## src/sv/tut_pkg.sv

```systemverilog
// ----------------------------------------------------------------------------
// tut_pkg: shared types and codes of the tag UID table
// Operation and status codes, the sequencer state type and the scan mode
// passed between the sequencer and the entry compare unit.
// ----------------------------------------------------------------------------
package tut_pkg;

   localparam int BYTE_W          = 8;
   localparam int UID_HALF_W      = 40;
   localparam int UID_FIELD_BYTES = 10;
   localparam int UID_FIELD_BITS  = 2 * UID_HALF_W;

   // Operation codes on the request channel.
   localparam logic [1:0] OP_LOOKUP = 2'd0;
   localparam logic [1:0] OP_INSERT = 2'd1;
   localparam logic [1:0] OP_DELETE = 2'd2;

   // Status codes on the response channel.
   localparam logic [1:0] STATUS_OK        = 2'd0;
   localparam logic [1:0] STATUS_NOT_FOUND = 2'd1;
   localparam logic [1:0] STATUS_FULL      = 2'd2;
   localparam logic [1:0] STATUS_RANGE     = 2'd3;

   typedef enum logic [3:0] {
      ST_IDLE  = 4'b0001,
      ST_CLEAR = 4'b0010,
      ST_SCAN  = 4'b0100,
      ST_RESP  = 4'b1000
   } state_type;

   // Lookup hits an occupied entry with a matching UID; insert hits a free one.
   typedef enum logic {
      MODE_LOOKUP = 1'b0,
      MODE_INSERT = 1'b1
   } scan_mode_type;

endpackage

```

## src/sv/tut_cmp.sv

```systemverilog
// ----------------------------------------------------------------------------
// tut_cmp: entry compare unit of the tag UID table
// Checks one entry per cycle against the held request: a prefix match of
// the UID on an occupied entry for lookup, a free entry for insert.
// ----------------------------------------------------------------------------
module tut_cmp #(
   parameter int UID_BYTES = 10
) (
   input  tut_pkg::scan_mode_type      mode,
   input  logic [3:0]                  uid_length,
   input  logic [UID_BYTES-1:0][7:0]   query,
   input  logic [7:0]                  entry_permission,
   input  logic [UID_BYTES-1:0][7:0]   entry_uid,
   output logic                        hit
);

   logic [UID_BYTES-1:0] byte_ok;
   logic                 uid_match;
   logic                 occupied;

   // Bytes past the compare length always pass.
   always_comb begin
      for (int k = 0; k < UID_BYTES; k++) begin
         byte_ok[k] = (query[k] == entry_uid[k]) || (4'(k) >= uid_length);
      end
   end

   assign uid_match = &byte_ok;
   assign occupied  = (entry_permission != 8'h00);

   always_comb begin
      unique case (mode)
         tut_pkg::MODE_LOOKUP: hit = occupied && uid_match;
         tut_pkg::MODE_INSERT: hit = !occupied;
         default:              hit = 1'b0;
      endcase
   end

endmodule

```

## config.mk

```make
export PLATFORM = sky130hd
export DESIGN_NAME = tut_cmp
export DESIGN_NICKNAME = d
export VERILOG_FILES = /design/src/sv/tut_pkg.sv /design/src/sv/tut_cmp.sv
export SDC_FILE = /design/constraint.sdc
export NUM_CORES = 1
export LEC_CHECK = 0
export BUFFER_PORTS_ARGS = -buffer_cell sky130_fd_sc_hd__buf_2
export CORE_AREA = 2 2 68 70
export DETAILED_ROUTE_END_ITERATION = 8
export DIE_AREA = 0 0 70 72
export PLACE_DENSITY = 0.83
export RECOVER_POWER = 100
export SETUP_SLACK_MARGIN = 0.15
export SLEW_MARGIN = 20
export SYNTH_ARGS = -nofsm -noshare
export SYNTH_HDL_FRONTEND = slang
export SYNTH_SLANG_ARGS = --single-unit
export TNS_END_PERCENT = 100
```

## constraint.sdc

```tcl
create_clock -name vclk -period 1.3
set_input_delay 0.195 -clock vclk [all_inputs]
set_output_delay 0.195 -clock vclk [all_outputs]
set_load 0.02 [all_outputs]
```

==> flow_metrics.py <==
metrics = {
    "status": {
        "outcome": "finished, violations left",
        "failed_checks": "setup timing",
    },
    "logic_synthesis": {
        "yosysWarningCount": 0,
        "synth_top_family_by_area": "XOR/XNOR gates",
        "synth_top_cell_by_area": "xnor2_1",
        "synth.top_cell.area_share_pct": 35.7,
        "synthAdderAreaFrac_pct": 0,
        "avgSynthCellArea_um2": 7.72,
        "netlist_top_cells_area": "xnor2_1 36%, xor2_1 36%, nor4_1 7.7%",
        "syn_nets": 300,
        "synth_compound_area_share_pct": 9.06,
        "yosysSeqAreaShare_pct": 0,
        "yosys.area_share.xor_xnor_pct": 71.4,
        "synthCells": 127,
        "synth_cell_types": 19,
        "synth_area_um2": 981,
        "synth-simple-area-share_pct": 19.1,
        "synth.area.mux_share_pct": 0,
    },
    "setup_path": {
        "critPathArrivalTime_ps": 1600,
        "start_kind": "input pin",
        "max_stage_delay_ps": 310,
        "cp.depth": 8,
        "path_max_fanout": 3,
        "worstPathRequired_ps": 1110,
        "critPathSlowestCell": "nor4_1",
        "endpoint_kind": "output pin",
        "path_buf_inv": 2,
        "cp_cell_sequence": "buf_2 -> xor2_1 -> nor4_1 -> nand2_1 -> a211oi_2 -> nor3_1 -> o31ai_4 -> buf_6",
        "worstSetupPathType": "in -> out",
        "crit_family": "simple AND/OR/NAND/NOR gates",
    },
    "finish": {
        "diodes": 0,
        "seq_cells": 0,
        "syn2layout_area_growth_pct": 104,
        "ff_latch_area_um2": 0,
        "n_clock_buffer": 0,
        "fin_util_pct": 46.8,
        "layout-drive-gt1-share_pct": 59.9,
        "final_nets": 477,
        "fillers": 437,
    },
    "route": {
        "via_count": 1561,
        "dr.pass1.iters": 2,
        "wirelength_mm": 3.90,
        "avgViaCountPerCell": 4.41,
        "route.detailed.drc": 0,
        "drtAntennaViolNets": 0,
        "avgRoutedWirePerCell_um": 11.0,
        "drtIter0Drc": 13,
    },
    "power": {
        "leakagePower_nw": 1.01,
        "powerDensity_nw_per_um2": 287,
        "ir_drop_v": 0.000131,
        "p_total_uw": 572,
    },
    "sta": {
        "rsz0062_at_grt": "true",
        "hold_viol_final": 0,
        "tightest_slew_ps": 408,
        "min_period_ps": 1790,
        "fmax_mhz": 557,
        "setup_ws_ps": -495,
        "post-route-period-util_pct": 138,
        "slew_violations": 0,
        "final-setup-viol-count": 1,
        "relSlewSlack_pct": 72.6,
    },
    "floorplan": {
        "core_area_um2": 4260,
        "initial_core_util_pct": 23.0,
        "dieArea_um2": 5040,
        "die_y_um": 72,
        "fp.dieW_um": 70,
        "rows": 24,
        "pin_count": 174,
    },
    "min_path": {
        "hold_depth": 4,
        "hp-class": "in -> out",
    },
    "grt": {
        "grt_pass1_wl_mm": 6.32,
        "gr-total-overflow": 0,
        "track_usage_pct": 14.6,
        "grt_max_degree": 8,
        "antenna_found_initial": 0,
        "grt_pass1_vias": 1615,
    },
    "place": {
        "gp_congestion": 0.717,
        "port_buffers": 174,
        "dp_hpwl_mm": 3.74,
    },
    "clocking": {
        "cts_hold_buffers": 0,
    },
    "job": {
        "maxCapViolations": 0,
    },
}
layout by cell type, fill, tap and decap left out, types with 2 or more instances in the layout:
cell,netlist,final
nand4_1,11,11
a31oi_1,2,2
buf_2,0,168
a21oi_1,5,5
buf_6,0,6
xor2_1,40,40
nor4_1,12,12
xnor2_1,40,40
buf_4,0,2
nor3_1,5,4
cell type report:
| cell class | instances | area, um^2 | share of cell area, % |
|---|---|---|---|
| multi-input combinational | 126 | 1010 | 50.5 |
| tap | 52 | 65.1 | 3.26 |
| timing repair buffer | 176 | 923 | 46.2 |
synthesized netlist by cell type (all sizes together):
| library cell | count |
|---|---|
| a211oi | 1 |
| a21oi | 5 |
| xor2 | 40 |
| nor3 | 5 |
| nor2 | 1 |
| o22ai | 1 |
| nand2 | 1 |
| nor4 | 12 |
| o21a | 1 |
| nand4 | 11 |
| xnor2 | 40 |
| clkbuf | 1 |
| o31a | 1 |
| a31oi | 2 |
| o31ai | 1 |
| o41ai | 1 |
| o21ai | 1 |
| nand3 | 1 |
| or2 | 1 |
stage by stage:
stage	instance area (um^2)	hold WS [ps]	cells	TNS [ps]	worst slack [ps]
after global routing	2000	818	354	-593	-593
after floorplan	1000	582	127	-205	-205
after detailed placement	1950	838	354	-586	-586
after CTS	1970	799	354	-535	-535
after global placement	1950	839	354	-585	-585
final	2000	797	354	-495	-495
report_power, final:
group	switching (mW)	internal (mW)
Combinational	0.220	0.352
Clock	0	0
Sequential	0	0
Total	0.220	0.352
worst paths after layout:
kind | startpoint | to | slack [ps]
worst max-delay path | entry_uid[5] | hit | -490
worst min-delay path | mode | hit | 800
cell families (layout without fill, tap and decap cells):
| family | Yosys count | count (layout) |
|---|---|---|
| xor gates and xnor gates | 80 | 80 |
| buffers and inverters | 1 | 176 |
| and+or+nand+nor | 32 | 32 |
| AOI/OAI and AO/OA | 14 | 14 |
layer usage:
layer  global-route usage (%)  up-vias  wire length, um
met5                        0        -                0
met4                     1.50        0               31
met3                     1.94        4              403
met2                     31.7       95             2220
met1                     15.1      658             1240
li1                         -      804                -
timing repair:
action / in CTS / in global routing
endpoints found under the setup margin: 1 / 1
gates resized for setup: 4 / 5
pin swaps: 3 / 5
setup buffers: 0 / 0
worst min-delay path: stages:
cell     delay [ps]
buf_2            90
nand3_1         110
o31ai_4          90
buf_6           110
Note: power is estimated with default switching activity, not from simulation.
